**src/rtl/bma_pkg.sv**
```systemverilog
package bma_pkg;

   localparam int SAMPLE_FIELD_W = 16;
   localparam int BIN_COUNT_W    = 7;
   localparam logic [BIN_COUNT_W-1:0] BIN_COUNT_RESET = 7'd64;

   typedef enum logic {
      CMD_ACCUMULATE = 1'b0,
      CMD_READ       = 1'b1
   } cmd_type;

   typedef enum logic [2:0] {
      STATUS_DONE         = 3'd0,
      STATUS_BIN_ZERO     = 3'd1,
      STATUS_NAN          = 3'd2,
      STATUS_OUT_OF_RANGE = 3'd3,
      STATUS_FULL         = 3'd4
   } status_type;

   typedef struct packed {
      cmd_type                           cmd;
      logic [3:0]                        channel;
      logic signed [7:0]                 bin_index;
      logic signed [SAMPLE_FIELD_W-1:0]  sample;
      logic                              sample_is_nan;
   } req_type;

   typedef struct packed {
      status_type         status;
      logic [31:0]        entry_count;
      logic signed [47:0] entry_sum;
      logic [63:0]        entry_sum_squares;
      logic [31:0]        nan_total;
   } rsp_type;

   // one table entry
   typedef struct packed {
      logic [31:0] count;
      logic [47:0] sum;
      logic [63:0] sum_sq;
   } entry_type;

   // controller -> datapath
   typedef struct packed {
      logic load;         // latch request, classify it
      logic clear_write;  // zero one entry of the clearing sweep
      logic lookup;       // read addressed entry, form square
      logic commit;       // update entry, load response register
   } ctrl_cmd_type;

   // datapath -> controller
   typedef struct packed {
      logic clear_last;
   } dp_stat_type;

endpackage

```
**src/rtl/bma_ctrl.sv**
```systemverilog
module bma_ctrl (
   input  logic                  clock,
   input  logic                  reset,
   input  logic                  req_valid,
   output logic                  req_stall,
   output logic                  rsp_valid,
   input  logic                  rsp_stall,
   output bma_pkg::ctrl_cmd_type ctrl_cmd,
   input  bma_pkg::dp_stat_type  dp_stat
);
   import bma_pkg::*;

   typedef enum logic [3:0] {
      ST_CLEAR  = 4'b0001,
      ST_IDLE   = 4'b0010,
      ST_READ   = 4'b0100,
      ST_UPDATE = 4'b1000
   } state_type;

   state_type state_ff, state_in;
   logic      rsp_valid_ff, rsp_valid_in;
   logic      commit;

   // result register free, or being emptied this cycle
   assign commit = (state_ff == ST_UPDATE) && (!rsp_valid_ff || !rsp_stall);

   always_comb begin
      state_in = state_ff;
      unique case (state_ff)
         ST_CLEAR:  if (dp_stat.clear_last) state_in = ST_IDLE;
         ST_IDLE:   if (req_valid) state_in = ST_READ;
         ST_READ:   state_in = ST_UPDATE;
         ST_UPDATE: if (commit) state_in = ST_IDLE;
         default:   state_in = ST_CLEAR;
      endcase
   end

   always_comb begin
      rsp_valid_in = rsp_valid_ff;
      priority if (commit) begin
         rsp_valid_in = 1'b1;
      end else if (rsp_valid_ff && !rsp_stall) begin
         rsp_valid_in = 1'b0;
      end
   end

   always_ff @(posedge clock) begin
      if (reset) begin
         state_ff     <= ST_CLEAR;
         rsp_valid_ff <= 1'b0;
      end else begin
         state_ff     <= state_in;
         rsp_valid_ff <= rsp_valid_in;
      end
   end

   assign req_stall            = (state_ff != ST_IDLE);
   assign rsp_valid            = rsp_valid_ff;
   assign ctrl_cmd.load        = (state_ff == ST_IDLE) && req_valid;
   assign ctrl_cmd.clear_write = (state_ff == ST_CLEAR);
   assign ctrl_cmd.lookup      = (state_ff == ST_READ);
   assign ctrl_cmd.commit      = commit;

endmodule

```
**config.mk**
```make
export PLATFORM = sky130hd
export DESIGN_NAME = bma_ctrl
export DESIGN_NICKNAME = d
export VERILOG_FILES = /design/src/rtl/bma_pkg.sv /design/src/rtl/bma_ctrl.sv
export SDC_FILE = /design/constraint.sdc
export NUM_CORES = 1
export LEC_CHECK = 0
export BUFFER_PORTS_ARGS = -buffer_cell sky130_fd_sc_hd__buf_2
export CAP_MARGIN = 20
export CORE_AREA = 2 2 39 41
export DETAILED_ROUTE_END_ITERATION = 6
export DIE_AREA = 0 0 41 43
export PLACE_DENSITY = 0.41
export SLEW_MARGIN = 20
export SYNTH_ARGS = -nofsm -noshare
export SYNTH_HDL_FRONTEND = slang
export SYNTH_SLANG_ARGS = --single-unit
```
**constraint.sdc**
```tcl
create_clock -name clock -period 1.6 [get_ports clock]
set_clock_uncertainty 0.15 [all_clocks]
set_input_delay 0.08 -clock clock [delete_from_list [all_inputs] [get_ports clock]]
set_output_delay 0.08 -clock clock [all_outputs]
set_load 0.01 [all_outputs]
```
==> flow_summary.yaml, run 1 <==
status:
  outcome: "complete, no violations"
cells_and_area:
  seqCellArea_um2: 101
  final_area_um2: 402
  fillCellCount: 165
  synthToLayoutAreaGrowth_pct: 50.0
  multi_input_area_um2: 164
  drive_above_1_share_pct: 42.0
  n_antenna_cell: 0
  fin_nets: 56
clock_network:
  numClockSinks: 5
  cts_root_buf: "clkbuf_4"
  htreeDepth: 1
  cts-buffers-inserted: 3
  clk_latency_ps: 240
  cts_tree: "yes"
  clk_path_buf_depth: 2
  clk_pin_slew_ps: 40
worst_hold_path:
  hold_class: "in2reg"
synthesis:
  yosys-top-cells-count: "dfxtp_1, nor2_1, nor2b_1"
  post-synth-top-count-cell: "dfxtp_1"
  synth-edff-count: 0
  ys_warn_count: 0
  ys_ff_latch: 5
  synth_cell_types: 18
  synth_ff_type: "dfxtp_1"
  async_reset_ff_share_pct: 0
  seq_area_frac_synth_pct: 37.4
  avgSynthCellArea_um2: 8.37
  synth_cells: 32
  yosys-top-cells-area: "dfxtp_1, nor2b_1, nor2_1, o31ai_1, or4b_4"
  synth_nets: 37
  synth_top_area_share_pct: 37.4
  netlist_area_um2: 268
  synth_top_cell_by_area: "dfxtp_1"
route:
  drc: 0
  drt_iter0_markers: 2
  drt_wl_total_um: 704
  vias_per_cell: 4.56
  num_vias: 301
  drtAntennaViolNets: 0
  firstDrtPassIters: 2
  wl_per_cell_um: 10.7
worst_setup_path:
  critPathRequiredTime_ps: 1370
  cp_data_arrival_time_ps: 1320
  path_cells: "or4b_4, a21oi_2, buf_2"
  crit_slowest_cell: "or4b_4"
  critPathKind: "reg2out"
  critPathMaxFanout: 2
  cpPeakStageDelay_ps: 540
  crit_family: "simple AND/OR/NAND/NOR gates"
  crit_buf_inv: 1
  cp-start-kind: "register"
  worst_setup_path_end_kind: "primary output"
global_route:
  antenna_found_initial: 0
  grt_max_degree: 9
  track_usage_pct: 9.54
  grt_pass1_wl_um: 1130
  grt_overflow: 0
  grt_pass1_vias: 285
place:
  numPortBuffers: 10
  place.gp.congestion: 0.718
  dpl_cell_area_um2: 353
  hpwlAfterDp_um: 528
floorplanning:
  die_w_um: 41
  io_pins: 11
  dieHeight_um: 43
  dieArea_um2: 1760
  initial_core_util_pct: 19.3
  rows: 14
  core_area_um2: 1380
timing:
  finalHoldViolations: 0
  worst-slew-pin-transition_ps: 335
  layout_min_cycle_time_ps: 1550
  rsz0062_at_grt: "true"
  max_freq_ghz: 0.645
  fin_crit_sh_pct: 96.9
  finalSetupTns_ps: 0
  finalSetupViolations: 0
  max_slew_margin_pct: 77.4
  slew_violations: 0
power_and_ir_drop:
  ir_drop_v: 0.000226
  p_per_area_nw_per_um2: 841
  power_mw: 0.338
  p_leak_nw: 0.186
run:
  cap_violations: 0
==> worst reg2reg max path, cell delays in order (launching register included) <==
cell and delay [ps]:
dfxtp_1 300, or4b_4 540, buf_4 160, nor2_2 120
nor3_1 60
==> logic make-up after synthesis <==
kind of cell | synth area share [%]
AOI/OAI and AO/OA | 22.4
DFF | 37.4
buffers and inverters | 2.80
and+or+nand+nor | 37.4
==> report_power, final <==
group	internal, mW	switching, mW	total [mW]
clock network	0.0941	0.0490	0.143
registers	0.132	0.00738	0.139
logic	0.0284	0.0267	0.0551
total	0.255	0.0830	0.338
==> registers in the layout, indices dropped and copies added (netlist names) <==
register,cells
state_ff,4
rsp_valid,1
==> what timing repair did <==
| item | CTS | global route |
|---|---|---|
| hold endpoints to repair | 2 | 0 |
| hold buffers | 1 | 0 |
| endpoints found under the setup margin | 1 | 1 |
| buffers inserted | 1 | 0 |
| pin swaps | 1 | 0 |
| resized for setup | 1 | 1 |
==> metal layers <==
| metal | vias to the layer above | track usage (%) | share of wire, % |
|---|---|---|---|
| li1 | 152 | - | - |
| met2 | 8 | 13.8 | 49 |
| met5 | - | 0 | 0 |
| met4 | 0 | 8.00 | 0 |
| met3 | 0 | 1.57 | 4.3 |
| met1 | 141 | 11.6 | 46 |
==> worst paths after layout <==
kind | startpoint | end | slack (ps) | cells after the start
worst max-delay path | state_ff[0] | ctrl_cmd[0] | 50 | 3
worst min-delay path | dp_stat | state_ff[0] | 20 | 3
worst max register to register | state_ff[0] | state_ff[1] | 140 | 4
worst min register to register | rsp_valid | rsp_valid | 400 | 2
==> layout by cell type, fill, tap and decap left out <==
| cell | netlist | final |
|---|---|---|
| o21ai_0 | 2 | 2 |
| or4b_4 | 1 | 1 |
| dlygate4sd3_1 | 0 | 1 |
| nor3b_1 | 1 | 1 |
| and3_1 | 1 | 1 |
| o31ai_1 | 2 | 2 |
| nand2b_1 | 1 | 1 |
| nor2_2 | 1 | 1 |
| a21oi_1 | 2 | 1 |
| nor4b_1 | 1 | 1 |
| nor2_1 | 4 | 4 |
| nand2_1 | 2 | 2 |
| nor2b_1 | 3 | 3 |
| dfxtp_1 | 5 | 4 |
| o21ba_1 | 1 | 1 |
| buf_2 | 0 | 10 |
| a21oi_2 | 0 | 1 |
| nor3_1 | 2 | 2 |
| clkbuf_4 | 0 | 3 |
| a31oi_1 | 1 | 1 |
| a211o_1 | 1 | 1 |
| buf_4 | 1 | 4 |
| clkbuf_1 | 0 | 1 |
| dfxtp_2 | 0 | 1 |
==> layout make-up <==
type                    count  share of cell area (%)
flip-flops and latches      5                    25.2
well taps                  16                    4.98
repair buffers             15                    22.4
multi-input cells          26                    40.8
clock buffers               4                    6.54
==> stage by stage <==
step	hold WS, ps	cells	setup WS, ps	utilization [%]
after global placement	185	60	239	25.5
after detailed placement	180	60	223	25.5
final	21.3	66	49.3	29.0
after CTS	6.96	66	17.0	28.8
after global routing	22.1	66	-24.6	29.0
after floorplan	-0.934	32	228	-
No activity file was read; power rests on OpenSTA's default activity.
==> inputs of run 2 (changes only) <==
==> constraint.sdc (replaced) <==
create_clock -name clock -period 1.6 [get_ports clock]
set_clock_uncertainty 0.15 [all_clocks]
set_input_delay 0.24 -clock clock [delete_from_list [all_inputs] [get_ports clock]]
set_output_delay 0.24 -clock clock [all_outputs]
set_load 0.01 [all_outputs]
==> run 2 against run 1 <==
  * The flow now finishes with violations (setup timing)
  * Maximum frequency is 9.2% lower
  * Highest routed layer is now met4
  * Critical endpoint unchanged
  * Total power grew 0.13%
  * Setup slack got worse by 160 ps
  * Die area unchanged
==> flow_summary.yaml, run 2 (synthesized netlist as in run 1, its figures left out) <==
clock_network:
  cts_tree: "yes"
  ctsHoldBuffers: 0
  htreeDepth: 1
  clk_pin_slew_ps: 40
  clk_path_buf_depth: 2
  cts_root_buf: "clkbuf_4"
  numClockSinks: 5
  clk_latency_ps: 240
  post_cts_buffers: 0
  cts-buffers-inserted: 3
global_route:
  grt_pass1_vias: 262
  grt_max_degree: 9
  grt_overflow: 0
  track_usage_pct: 10.3
  grt_pass1_wl_um: 1160
  antenna_found_initial: 0
worst_setup_path:
  path_cells: "or4b_4, a21oi_2, buf_2"
  cp_data_arrival_time_ps: 1320
  crit_family: "simple AND/OR/NAND/NOR gates"
  r2r_setup_slack_ps: 140
  critPathKind: "reg2out"
  cpPeakStageDelay_ps: 530
  crit_buf_inv: 1
  critPathRequiredTime_ps: 1210
  worst_setup_path_end_kind: "primary output"
  crit_slowest_cell: "or4b_4"
  cp-start-kind: "register"
  critPathMaxFanout: 2
power_and_ir_drop:
  p_leak_nw: 0.181
  power_frac_clock_pct: 42.7
  power_mw: 0.338
  switchingPower_mw: 0.0840
  p_sw_share_pct: 24.8
  p_int_mw: 0.254
  combinationalPowerShare_pct: 15.9
  ir_drop_v: 0.000296
  p_per_area_nw_per_um2: 855
  power_frac_seq_pct: 41.4
route:
  num_vias: 290
  drt_iter0_markers: 3
  vias_per_cell: 4.46
  drc: 0
  drtAntennaViolNets: 0
  firstDrtPassIters: 3
  drt_wl_total_um: 692
  wl_per_cell_um: 10.6
cells_and_area:
  utilization_pct: 28.6
  fin_nets: 55
  drive_above_1_share_pct: 46.9
  n_antenna_cell: 0
  synthToLayoutAreaGrowth_pct: 47.7
  layout_commonest_cell: "buf_2"
  largest-register: "state_ff"
  largest_register_ffs: 4
  layout_common_cells: "buf_2, nor2_1, buf_4"
timing:
  max_slew_margin_pct: 75.4
  finalHoldViolations: 0
  finalSetupViolations: 2
  max_freq_ghz: 0.586
  layout_min_cycle_time_ps: 1710
  slew_violations: 0
  rsz0062_at_grt: "true"
  setup_slack_ps: -108
  worst-slew-pin-transition_ps: 364
  fin_crit_sh_pct: 107
floorplanning:
  die_w_um: 41
  io_pins: 11
  rows: 14
  initial_core_util_pct: 19.3
  core_area_um2: 1380
  dieArea_um2: 1760
  dieHeight_um: 43
place:
  numPortBuffers: 10
  place.gp.congestion: 0.738
  hpwlAfterDp_um: 507
status:
  outcome: "finished with violations"
  violations: "setup timing"
run:
  cap_violations: 0
worst_hold_path:
  hold_class: "in2reg"
## run 2: stage by stage
stage          instances  hold WS (ps)  setup TNS [ps]  cell area, µm²  worst slack, ps
4_1_cts               65          91.7            -207             394             -114
6_report              65          96.3            -169             395             -108
3_5_place_dp          61           348               0             360              118
2_1_floorplan         32           159               0             268             68.5
3_3_place_gp          61           352               0             360              123
5_1_grt               65          99.5            -376             395             -184
## run 2: cell type report
type | instances | area (µm²)
Fill cell | 163 | 988
Multi-Input combinational cell | 26 | 166
Sequential cell | 5 | 103
Timing Repair Buffer | 14 | 80.1
Clock buffer | 4 | 26.3
Tap cell | 16 | 20.0
## run 2: worst paths after layout
kind	cells after the start	endpoint	startpoint
max reg2reg	4	state_ff[1]	state_ff[0]
max	3	ctrl_cmd[0]	state_ff[0]
min reg2reg	2	rsp_valid	rsp_valid
min	2	rsp_valid	reset
## run 2: routing by layer
layer / vias up / part of all wire (%) / GRT usage [%]
li1: 149 / - / -
met1: 129 / 49 / 14.7
met2: 10 / 40 / 11.3
met3: 2 / 6.6 / 3.14
met4: 0 / 3.2 / 10.0
met5: - / 0 / 0
## run 2: power groups by stage
stage	combinational [mW]	clock, mW	sequential [mW]
final	0.0538	0.144	0.140
after global routing	0.0601	0.160	0.140
after CTS	0.0544	0.153	0.139
after detailed placement	0.0527	0	0.140
after global placement	0.0541	0	0.140
after floorplan	0.0287	0	0.141
## run 2: timing repair
action,in CTS,in global routing
gates cloned,0,0
pin swaps,1,0
setup endpoints to repair,3,3
gates resized for setup,3,1
==> inputs of run 3 (changes only) <==
- PLACE_DENSITY: 0.41 -> not set
- clock period: 1.6 -> 1.7 ns (I/O delays scaled with it)
==> run 3 against run 2 <==
  * The flow still finishes with violations (setup timing)
  * Global-route usage fell by 1.6 points
  * Highest routed layer is now met3
  * Die area did not move
  * Core utilization rose by 0.36 points
  * Flip-flop and latch count did not move
  * Wire length fell by 8.2%
  * Sequential share of layout area barely moved
==> flow_summary.yaml, run 3 (synthesized netlist as in run 1, its figures left out) <==
place:
  numPortBuffers: 10
  hpwlAfterDp_um: 466
  place_ws_ps: 159
  place.gp.congestion: 0.718
  dp_cells: 60
clock_network:
  ctsHoldBuffers: 0
  cts_tree: "yes"
  clk_path_buf_depth: 2
  clk_pin_slew_ps: 50
  cts-buffers-inserted: 3
  clk_latency_ps: 240
  cts_root_buf: "clkbuf_4"
  numClockSinks: 5
  htreeDepth: 1
floorplanning:
  die_w_um: 41
  initial_core_util_pct: 19.3
  dieArea_um2: 1760
  dieHeight_um: 43
  core_area_um2: 1380
  rows: 14
  io_pins: 11
route:
  drt_iter0_markers: 3
  wl_per_cell_um: 9.77
  drtAntennaViolNets: 0
  vias_per_cell: 4.43
  num_vias: 288
  firstDrtPassIters: 3
  drc: 0
  drt_wl_total_um: 635
worst_setup_path:
  critPathRequiredTime_ps: 1290
  cp-start-kind: "register"
  critPathMaxFanout: 2
  worstSetupStartpoint: "state_ff[0]"
  critPathKind: "reg2out"
  r2r_start: "state_ff[0]"
  worst_setup_path_end_kind: "primary output"
  cp_data_arrival_time_ps: 1330
timing:
  rsz0062_at_grt: "true"
  fin_hold_ws_ps: 99.4
  max_slew_margin_pct: 83.2
  finalSetupTns_ps: -39.2
  finalSetupViolations: 1
  slew_violations: 0
  max_freq_ghz: 0.575
  setup_slack_ps: -39.2
  finalHoldViolations: 0
  fin_crit_sh_pct: 102
  layout_min_cycle_time_ps: 1740
  worst-slew-pin-transition_ps: 251
worst_hold_path:
  hold_start: "reset"
  hold_class: "in2reg"
global_route:
  antenna_found_initial: 0
  track_usage_pct: 8.73
  grt_max_degree: 9
  grt_pass1_vias: 249
  grt_overflow: 0
  grt_pass1_wl_um: 1000
cells_and_area:
  largest_register_ffs: 4
  n_antenna_cell: 0
  layout_common_cells: "buf_2, nor2_1, buf_4"
  drive_above_1_share_pct: 49.0
  fin_cells: 65
  layout_commonest_cell: "buf_2"
  fin_nets: 55
  synthToLayoutAreaGrowth_pct: 49.5
  largest-register: "state_ff"
power_and_ir_drop:
  p_leak_nw: 0.182
  p_per_area_nw_per_um2: 800
  ir_drop_v: 0.000175
status:
  outcome: "finished with violations"
  violations: "setup timing"
run:
  cap_violations: 0
[run 3: cell types whose count changed in the layout (fill, tap and decap cells not counted)]
cell | previous run | this run
dfxtp_2 | 2 | 3
nor2b_1 | 2 | 3
dfxtp_1 | 3 | 2
nor4b_1 | 1 | 0
nor4b_2 | 0 | 1
nor2b_2 | 1 | 0
[run 3: what timing repair did]
| item | 4_1_cts | 5_1_grt |
|---|---|---|
| pin swaps | 1 | 0 |
| buffers inserted | 1 | 0 |
| gates resized for setup | 4 | 1 |
| endpoints found under the setup margin | 2 | 2 |
[run 3: stage by stage]
stage / area, µm² / power [mW] / util [%]
2_1_floorplan: 268 / 0.160 / -
3_3_place_gp: 353 / 0.182 / 25.5
3_5_place_dp: 353 / 0.182 / 25.5
4_1_cts: 399 / 0.330 / 28.8
5_1_grt: 400 / 0.345 / 28.9
6_report: 400 / 0.320 / 28.9
[run 3: routing by layer]
layer	share of wire, %	up-vias	track usage [%]
met2	46	9	10.9
met5	0	-	0
met4	0	0	6.00
met1	47	128	11.9
li1	-	151	-
met3	7.4	0	3.14
[run 3: path summary, 6_finish.rpt]
kind | endpoint | slack, ps | depth (start not counted)
worst max-delay path | ctrl_cmd[0] | -40 | 3
worst min-delay path | state_ff[2] | 100 | 2
worst max register to register | state_ff[1] | 230 | 4
worst min register to register | rsp_valid | 380 | 2
[run 3: power by group]
part	total (mW)	switching [mW]	internal (mW)
combinational	0.0505	0.0251	0.0254
sequential	0.132	0.00707	0.125
clock	0.138	0.0493	0.0888
[run 3: cell type report]
cell class | instances | area [µm²]
fillers | 169 | 983
well taps | 16 | 20.0
multi-input cells | 26 | 170
repair buffers | 14 | 80.1
flip-flops and latches | 5 | 104
clock buffers | 4 | 26.3
[run 3: worst max-delay path, cell delays in order (launching register included)]
cell	delay [ps]
dfxtp_2	310
or4b_4	540
a21oi_2	110
buf_2	130
